$ cat src/sv/cls_pkg.sv
`default_nettype none

package cls_pkg;

  localparam logic [2:0] MODE_WAIT    = 3'd0;
  localparam logic [2:0] MODE_DISPLAY = 3'd1;
  localparam logic [2:0] MODE_SPOOL   = 3'd2;
  localparam logic [2:0] MODE_DOWN    = 3'd3;
  localparam logic [2:0] MODE_UP      = 3'd4;

  localparam logic [1:0] PORT_NONE  = 2'd0;
  localparam logic [1:0] PORT_SPOOL = 2'd1;
  localparam logic [1:0] PORT_BLADE = 2'd2;

  localparam logic [1:0] REG_LENGTH_SCALE = 2'd0;
  localparam logic [1:0] REG_DOWN_STEPS   = 2'd1;
  localparam logic [1:0] REG_UP_STEPS     = 2'd2;

  localparam logic [7:0] KEY_NONE  = 8'h00;
  localparam logic [7:0] KEY_STAR  = 8'h2A;
  localparam logic [7:0] KEY_HASH  = 8'h23;
  localparam logic [7:0] CHAR_ZERO = 8'h30;

  localparam logic [7:0] LENGTH_SCALE_RST = 8'd35;
  localparam logic [7:0] DOWN_STEPS_RST   = 8'd40;
  localparam logic [7:0] UP_STEPS_RST     = 8'd30;

  localparam logic [7:0] SPOOL_PAT_A = 8'h3D;
  localparam logic [7:0] SPOOL_PAT_B = 8'h34;

  localparam int LEN_W = 20;

  typedef logic [LEN_W-1:0] len_t;

  // half-step coil sequence, forward order
  function automatic logic [7:0] blade_pattern(input logic [2:0] idx);
    logic [7:0] pat;
    case (idx)
      3'd0: pat = 8'h01;
      3'd1: pat = 8'h03;
      3'd2: pat = 8'h02;
      3'd3: pat = 8'h06;
      3'd4: pat = 8'h04;
      3'd5: pat = 8'h0C;
      3'd6: pat = 8'h08;
      3'd7: pat = 8'h09;
      default: pat = 8'h00;
    endcase
    return pat;
  endfunction

endpackage

`default_nettype wire

$ cat src/sv/cut_length_stepper_sequencer.sv
`default_nettype none

// Cut-length stepper sequencer.
// Input channel (in_valid/in_stall, key_code): one word per timer tick,
// key_code = 0 when no key is pressed. Output channel (out_valid/out_stall):
// the words caused by that tick, with last set on the final one.
// Words per tick: 1 in wait or display, 2 in spool, 8 in blade down/up.
// The first result word is presented on the cycle after accept;
// a '*' commit in wait first runs a shift-add multiply of the
// entered length by length_scale on one 20-bit adder, so its word
// appears only once the multiply is done.
// One tick occupies the block until its last word is taken; its
// words go out one per cycle while the receiver does not stall.
// in_stall is high while a tick is being worked on or emitted.
// When out_stall is high the current word holds and the sequence pauses.
// Configuration (cfg_write, cfg_index, cfg_data) writes length_scale,
// down_steps and up_steps; write only while idle. Index 3 is ignored.
// Synchronous reset: mode wait, digits cleared to '0', counters zero,
// registers back to 35 / 40 / 30, no word pending.

module cut_length_stepper_sequencer (
  input  wire logic       clk,
  input  wire logic       rst,
  input  wire logic       cfg_write,
  input  wire logic [1:0] cfg_index,
  input  wire logic [7:0] cfg_data,
  input  wire logic       in_valid,
  output logic            in_stall,
  input  wire logic [7:0] key_code,
  output logic            out_valid,
  input  wire logic       out_stall,
  output logic [1:0]      drive_port,
  output logic [7:0]      drive_pattern,
  output logic            show_display,
  output logic [1:0]      shown_count,
  output logic [7:0]      shown_first,
  output logic [7:0]      shown_second,
  output logic [2:0]      mode_now,
  output logic            last
);
  import cls_pkg::*;

  localparam logic [1:0] ST_IDLE = 2'd0;
  localparam logic [1:0] ST_MUL  = 2'd1;
  localparam logic [1:0] ST_EMIT = 2'd2;

  logic [1:0] state;
  logic [7:0] length_scale;
  logic [7:0] down_steps;
  logic [7:0] up_steps;

  logic [2:0] mode;
  logic [2:0] cur_mode;
  logic [7:0] digit0;
  logic [7:0] digit1;
  logic [1:0] digit_count;
  len_t       target_length;
  len_t       spool_count;
  logic [7:0] step_count;
  logic [2:0] idx;

  len_t       mul_a;
  len_t       mul_acc;
  logic [7:0] mul_b;
  logic [2:0] mul_cnt;

  len_t       acc_next;
  len_t       spool_next;
  logic [7:0] step_next;
  logic [7:0] tens;
  logic [7:0] ones;
  len_t       entry_value;
  logic [2:0] last_idx;
  logic       in_take;
  logic       out_take;

  assign in_take  = in_valid && !in_stall;
  assign out_take = out_valid && !out_stall;
  assign in_stall = (state != ST_IDLE);
  assign out_valid = (state == ST_EMIT);

  assign acc_next   = mul_acc + (mul_b[0] ? mul_a : '0);
  assign spool_next = spool_count + len_t'(1);
  assign step_next  = step_count + 8'd1;
  assign tens       = digit0 - CHAR_ZERO;
  assign ones       = digit1 - CHAR_ZERO;
  assign entry_value = (len_t'(tens) << 3) + (len_t'(tens) << 1) + len_t'(ones);

  always_comb begin
    case (cur_mode)
      MODE_SPOOL: last_idx = 3'd1;
      MODE_DOWN,
      MODE_UP:    last_idx = 3'd7;
      default:    last_idx = 3'd0;
    endcase
  end

  // result word, built from registers so it holds under stall
  always_comb begin
    drive_port    = PORT_NONE;
    drive_pattern = 8'h00;
    show_display  = 1'b0;
    case (cur_mode)
      MODE_DISPLAY: show_display = 1'b1;
      MODE_SPOOL: begin
        drive_port    = PORT_SPOOL;
        drive_pattern = (idx[0] == 1'b0) ? SPOOL_PAT_A : SPOOL_PAT_B;
      end
      MODE_DOWN: begin
        drive_port    = PORT_BLADE;
        drive_pattern = blade_pattern(idx);
      end
      MODE_UP: begin
        drive_port    = PORT_BLADE;
        drive_pattern = blade_pattern(~idx);
      end
      default: begin
        drive_port    = PORT_NONE;
        drive_pattern = 8'h00;
      end
    endcase
    shown_count  = show_display ? digit_count : 2'd0;
    shown_first  = show_display ? digit0 : 8'h00;
    shown_second = show_display ? digit1 : 8'h00;
  end

  assign mode_now = mode;
  assign last     = (idx == last_idx);

  always_ff @(posedge clk) begin
    if (rst) begin
      length_scale <= LENGTH_SCALE_RST;
      down_steps   <= DOWN_STEPS_RST;
      up_steps     <= UP_STEPS_RST;
    end else if (cfg_write) begin
      case (cfg_index)
        REG_LENGTH_SCALE: length_scale <= cfg_data;
        REG_DOWN_STEPS:   down_steps   <= cfg_data;
        REG_UP_STEPS:     up_steps     <= cfg_data;
        default: ;
      endcase
    end
  end

  always_ff @(posedge clk) begin
    if (rst) begin
      state         <= ST_IDLE;
      mode          <= MODE_WAIT;
      cur_mode      <= MODE_WAIT;
      digit0        <= CHAR_ZERO;
      digit1        <= CHAR_ZERO;
      digit_count   <= 2'd0;
      target_length <= '0;
      spool_count   <= '0;
      step_count    <= 8'd0;
      idx           <= 3'd0;
      mul_cnt       <= 3'd0;
    end else begin
      case (state)
        ST_IDLE: begin
          if (in_take) begin
            cur_mode <= mode;
            idx      <= 3'd0;
            state    <= ST_EMIT;
            case (mode)
              MODE_DISPLAY: mode <= MODE_WAIT;
              MODE_SPOOL: begin
                if (spool_next >= target_length) begin
                  spool_count <= '0;
                  mode        <= MODE_DOWN;
                end else begin
                  spool_count <= spool_next;
                end
              end
              MODE_DOWN: begin
                if (step_next >= down_steps) begin
                  step_count <= 8'd0;
                  mode       <= MODE_UP;
                end else begin
                  step_count <= step_next;
                end
              end
              MODE_UP: begin
                if (step_next >= up_steps) begin
                  step_count <= 8'd0;
                  mode       <= MODE_DISPLAY;
                end else begin
                  step_count <= step_next;
                end
              end
              default: begin
                if (key_code == KEY_STAR) begin
                  // short entry commits a zero length
                  mul_a       <= (digit_count < 2'd2) ? '0 : entry_value;
                  mul_acc     <= '0;
                  mul_b       <= length_scale;
                  mul_cnt     <= 3'd0;
                  digit0      <= CHAR_ZERO;
                  digit1      <= CHAR_ZERO;
                  digit_count <= 2'd0;
                  mode        <= MODE_SPOOL;
                  state       <= ST_MUL;
                end else if (key_code == KEY_HASH) begin
                  digit0      <= CHAR_ZERO;
                  digit1      <= CHAR_ZERO;
                  digit_count <= 2'd0;
                  mode        <= MODE_WAIT;
                end else if (key_code != KEY_NONE) begin
                  if (digit_count < 2'd2) begin
                    if (digit_count[0]) digit1 <= key_code;
                    else digit0 <= key_code;
                    digit_count <= digit_count + 2'd1;
                  end
                  mode <= MODE_DISPLAY;
                end else begin
                  mode <= MODE_WAIT;
                end
              end
            endcase
          end
        end
        ST_MUL: begin
          mul_acc <= acc_next;
          mul_a   <= mul_a << 1;
          mul_b   <= mul_b >> 1;
          mul_cnt <= mul_cnt + 3'd1;
          if (mul_cnt == 3'd7) begin
            target_length <= acc_next;
            state         <= ST_EMIT;
          end
        end
        ST_EMIT: begin
          if (out_take) begin
            if (last) state <= ST_IDLE;
            else idx <= idx + 3'd1;
          end
        end
        default: state <= ST_IDLE;
      endcase
    end
  end

`ifndef ASSERT_OFF
  a_done_idle: assert property (@(posedge clk) disable iff (rst)
    out_take && last |=> !out_valid)
    else $error("word sent after last of tick");

  a_mul_spool: assert property (@(posedge clk) disable iff (rst)
    state == ST_MUL |-> mode == MODE_SPOOL)
    else $error("multiply outside spool commit");

  a_busy: assert property (@(posedge clk) disable iff (rst)
    out_valid |-> in_stall)
    else $error("input open while emitting");

  a_idle_port: assert property (@(posedge clk) disable iff (rst)
    out_valid && drive_port == PORT_NONE |-> drive_pattern == 8'h00)
    else $error("pattern on undriven port");

  a_idx_range: assert property (@(posedge clk) disable iff (rst)
    out_valid |-> idx <= last_idx)
    else $error("word index past end of tick");
`endif

endmodule

`default_nettype wire

$ cat config.mk
export PLATFORM = sky130hd
export DESIGN_NAME = cut_length_stepper_sequencer
export DESIGN_NICKNAME = d
export VERILOG_FILES = /design/src/sv/cls_pkg.sv /design/src/sv/cut_length_stepper_sequencer.sv
export SDC_FILE = /design/constraint.sdc
export NUM_CORES = 1
export LEC_CHECK = 0
export ABC_AREA = 1
export BUFFER_PORTS_ARGS = -buffer_cell sky130_fd_sc_hd__buf_2
export CELL_PAD_IN_SITES_DETAIL_PLACEMENT = 1
export CELL_PAD_IN_SITES_GLOBAL_PLACEMENT = 2
export CORE_ASPECT_RATIO = 1.2
export CORE_MARGIN = 5
export CORE_UTILIZATION = 36
export DETAILED_ROUTE_END_ITERATION = 8
export PLACE_DENSITY_LB_ADDON = 0.15
export SYNTH_ARGS = -nofsm -noshare
export SYNTH_HDL_FRONTEND = slang
export SYNTH_SLANG_ARGS = --single-unit
$ cat constraint.sdc
create_clock -name clk -period 4.2 [get_ports clk]
set_clock_uncertainty 0.2 [all_clocks]
set_input_delay 0 -clock clk [delete_from_list [all_inputs] [get_ports clk]]
set_output_delay 0 -clock clk [all_outputs]
set_load 0.05 [all_outputs]
==> summary.txt <==
Place
  • Post-place instance area: 0.0105 mm2
  • Post-DP HPWL: 20500 um
  • Port bufs: 55
  • Final Wtd Congestion: 0.802

Critical path
  • Kind of cell with the highest combined delay on the critical path: simple AND/OR/NAND/NOR gates
  • CP most frequent cell: nand2_1
  • Cell chain of the critical path: ha_1, nand3_1, nor3_4, nand4_1, xor2_1, inv_1, ha_1, nand2_1, nor2_1, nand2_1, nor3b_1, nand2_1, nand3_1, clkinv_2, nand2_1, a21oi_1
  • Crit path arrival time: 3.49 ns
  • CP Buf/Inv Count: 2
  • Crit path launch type: register
  • Crit path max-delay cell type: dfxtp_1
  • Critical path class: register to register
  • CP max stage delay: 0.38 ns
  • Required time reported for the critical path endpoint: 4.29 ns
  • Category of the worst setup path capture point: register
  • Critical Path Fanout Max: 19

Clocking
  • Count of clock tree sinks: 156
  • Worst-case clock buffer depth: 2
  • Insertion delay of the later-clocked pin in the worst-skew pair: 0.44 ns
  • CTS buffer count: 17
  • Clock tree from TritonCTS: yes
  • CTS resizes: 0
  • Clock H-tree levels: 4
  • CTS clock-pin slew for the worst setup and hold paths: 0.07 ns
  • CTS Root Cell: clkbuf_16

Synth
  • Largest family of logic cells by synthesized area: simple AND/OR/NAND/NOR gates
  • Unique cell type count in the Yosys netlist: 54
  • Adder-cell area share of the yosys netlist: 11.0%
  • Part of the Yosys area used for sequential elements: 36.4%
  • Warnings from Yosys: 0
  • Gate Count Post-Synth: 1354
  • Async set-or-reset flop fraction in the synthesized netlist: 0%
  • Yosys reg bits: 156
  • Synth Area in Simple Gates: 27.7%
  • Ys flop type: dfxtp_1
  • Cell area after synthesis: 0.00989 mm2
  • Area share of xor/xnor cells in the synthesized design: 3.44%
  • Share of the synthesized area in compound gates (AO/OA/AOI/OAI): 11.0%
  • Multiplexer share of the synthesized area: 0%
  • Number of enable-type register cells in the synthesized netlist: 48
  • Mean cell area of the mapped netlist: 7.30 um2

GRT
  • Maximum number of pins on one net before global-route repair: 58
  • Overall track demand over capacity in global routing: 18.2%
  • Initial antenna violation count: 0
  • Number of global-route vias before repair: 9328
  • Global route overflow: 0
  • Global-route wire length before repair: 45700 um

Die
  • Die Span X: 161 um
  • Total core area: 0.0271 mm2
  • Starting density of the core: 36.5%
  • Io pins: 58
  • Die Outline Area: 0.0309 mm2
  • Row cnt: 66
  • Die height: 192 um

Power and ir drop
  • Pwr/cell area: 339 mW/mm2
  • Tot Pwr: 3.84 mW
  • Max rail drop VDD: 217 uV
  • Static leakage: 5.48 nW

Drt
  • Post-DRT Antenna Nets: 0
  • Wire length per cell after detailed routing: 15.1 um
  • Final routed wirelength across all metal layers: 27000 um
  • Total vias in the final route: 8695
  • Number of vias per cell: 4.87
  • DR DRC count: 0
  • First-iteration detailed-routing DRC count: 321
  • Number of search-and-repair iterations in the first detailed-routing pass: 4

Final layout
  • Area added between synthesis and finish: 14.6%
  • Summed area of non-filler cells in the final layout: 0.0113 mm2
  • Number of fillers in the final layout: 3434
  • Total number of nets in the final design: 1538
  • Commonest non-fill, non-tap cell in the layout: nand2_1
  • Fraction of final layout cells with drive strength greater than 1: 10.7%
  • Antenna fix cells: 0
  • Most frequent cells in the layout: 343 x nand2_1, 214 x inv_1, 131 x nor2_1

Timing
  • Hold Vio Cnt, Final: 0
  • Max-slew violation count: 0
  • Final Setup Violations: 0
  • Achievable Freq: 294 MHz
  • Final period demand of the worst path: 3.40 ns
  • Post-route clock period utilization: 80.9%
  • Setup TNS Final: 0 ns
  • Slew at the pin closest to its max-slew limit: 0.710 ns
  • Setup repair after global routing missed its margin: false
  • Remaining max-slew budget at the tightest pin: 52.6%

Hold path
  • Hold Path Class: primary input to register

Status
  • Status: finished, final reports clean

Job
  • Number of maximum-capacitance constraint violations: 0
==> layer usage <==
metal  share of wire [%]  up-vias  global-route usage [%]
met5                   0        -                       0
met4                 2.2        0                    6.14
met3                 1.7       37                    2.29
met2                  53       66                    34.7
met1                  43     4111                    20.7
li1                    -     4481                       -
==> flip-flops by register name, summed over array words and instances (netlist names), named ones only <==
register and cells:
digit0 8, digit1 8, down_steps 8, mul_cnt 3, step_count 8, mode_now 3, up_steps 8, idx 3
mul_a 20, target_length 20, state 2, mul_acc 20, mul_b 8, spool_count 20, length_scale 8, cur_mode 3
digit_count 2
==> cells in the mapped netlist (2+ instances only) <==
| library cell | number | area share [%] |
|---|---|---|
| nor2_2 | 10 | 0.63 |
| nand4_1 | 23 | 1.5 |
| nor3_2 | 3 | 0.30 |
| nor3_1 | 17 | 0.86 |
| o21ai_1 | 2 | 0.10 |
| inv_1 | 215 | 8.2 |
| nor2_8 | 2 | 0.40 |
| buf_1 | 4 | 0.15 |
| nand3_2 | 2 | 0.20 |
| ha_1 | 76 | 9.6 |
| edfxtp_1 | 48 | 15 |
| o21ai_0 | 43 | 2.2 |
| clkinv_1 | 3 | 0.11 |
| nand3_1 | 66 | 3.3 |
| xnor2_1 | 15 | 1.3 |
| nand2_1 | 343 | 13 |
| nand3b_1 | 2 | 0.15 |
| inv_2 | 7 | 0.27 |
| nand2_2 | 16 | 1.0 |
| buf_4 | 4 | 0.30 |
| a21oi_1 | 101 | 5.1 |
| dfxtp_1 | 108 | 22 |
| nor2_1 | 132 | 5.0 |
| nor2_4 | 2 | 0.23 |
| o21bai_1 | 4 | 0.30 |
| fa_1 | 7 | 1.4 |
| a21oi_2 | 12 | 1.1 |
| xor2_1 | 22 | 1.9 |
| o211ai_1 | 11 | 0.84 |
| buf_2 | 3 | 0.15 |
| o21a_1 | 4 | 0.30 |
| clkbuf_1 | 19 | 0.72 |
| buf_6 | 2 | 0.23 |
| a21o_1 | 4 | 0.30 |
| a22o_1 | 3 | 0.27 |
==> worst register-to-register path: stages (launching register included) <==
cell and delay (ns):
dfxtp_1 0.38, ha_1 0.21, nand3_1 0.18, nor3_4 0.27, nand4_1 0.16, xor2_1 0.18, inv_1 0.09, ha_1 0.28
nand2_1 0.06, nor2_1 0.14, nand2_1 0.08, nor3b_1 0.27, nand2_1 0.12, nand3_1 0.12, clkinv_2 0.32, nand2_1 0.15
a21oi_1 0.07
==> final timing paths <==
| path | depth (start not counted) | slack [ns] | start | endpoint |
|---|---|---|---|---|
| worst max-delay path | 16 | 0.80 | spool_count[0] | spool_count[7] |
| worst min-delay path | 4 | 0.16 | cfg_data[1] | up_steps[1] |
| worst max register to register | 16 | 0.80 | spool_count[0] | spool_count[7] |
| worst min register to register | 2 | 0.26 | length_scale[7] | length_scale[7] |
==> metrics by stage <==
step / instances / utilization (%) / setup WS (ns) / hold WS [ns]
global placement: 1722 / 38.7 / 1.02 / 0.0536
CTS: 1785 / 41.9 / 0.720 / 0.150
detailed placement: 1722 / 38.7 / 0.870 / 0.0635
global route: 1785 / 41.9 / 0.464 / 0.183
floorplan: 1355 / - / 0.0626 / -0.0868
finish: 1785 / 41.9 / 0.803 / 0.161
==> repair_timing <==
item,CTS,global route
endpoints found under the hold margin,55,0
buffers inserted,0,0
hold buffers,31,0
==> layout make-up <==
class                      instances  area [um2]  share of cell area, %
inverter                         227         856                   7.55
clock inverter                     9        88.8                  0.784
timing repair buffer              91         623                   5.50
tap                              340         425                   3.75
clock buffer                      23         468                   4.13
sequential                       156        3600                   31.8
multi-input combinational        939        5270                   46.5
==> cell families after synthesis <==
kind of cell | count (synthesis)
AOI/OAI and AO/OA | 189
xor gates and xnor gates | 38
adders and majority gates | 83
buffers and inverters | 260
DFF | 156
other | 1
and+or+nand+nor | 627
==> power breakdown <==
| part | internal [mW] | leakage, nW | switching (mW) |
|---|---|---|---|
| clock network | 0.850 | 0.268 | 0.667 |
| logic | 0.217 | 3.85 | 0.471 |
| registers | 1.60 | 1.36 | 0.0410 |
| total | 2.66 | 5.48 | 1.18 |
(Power assumes the default switching activity.)
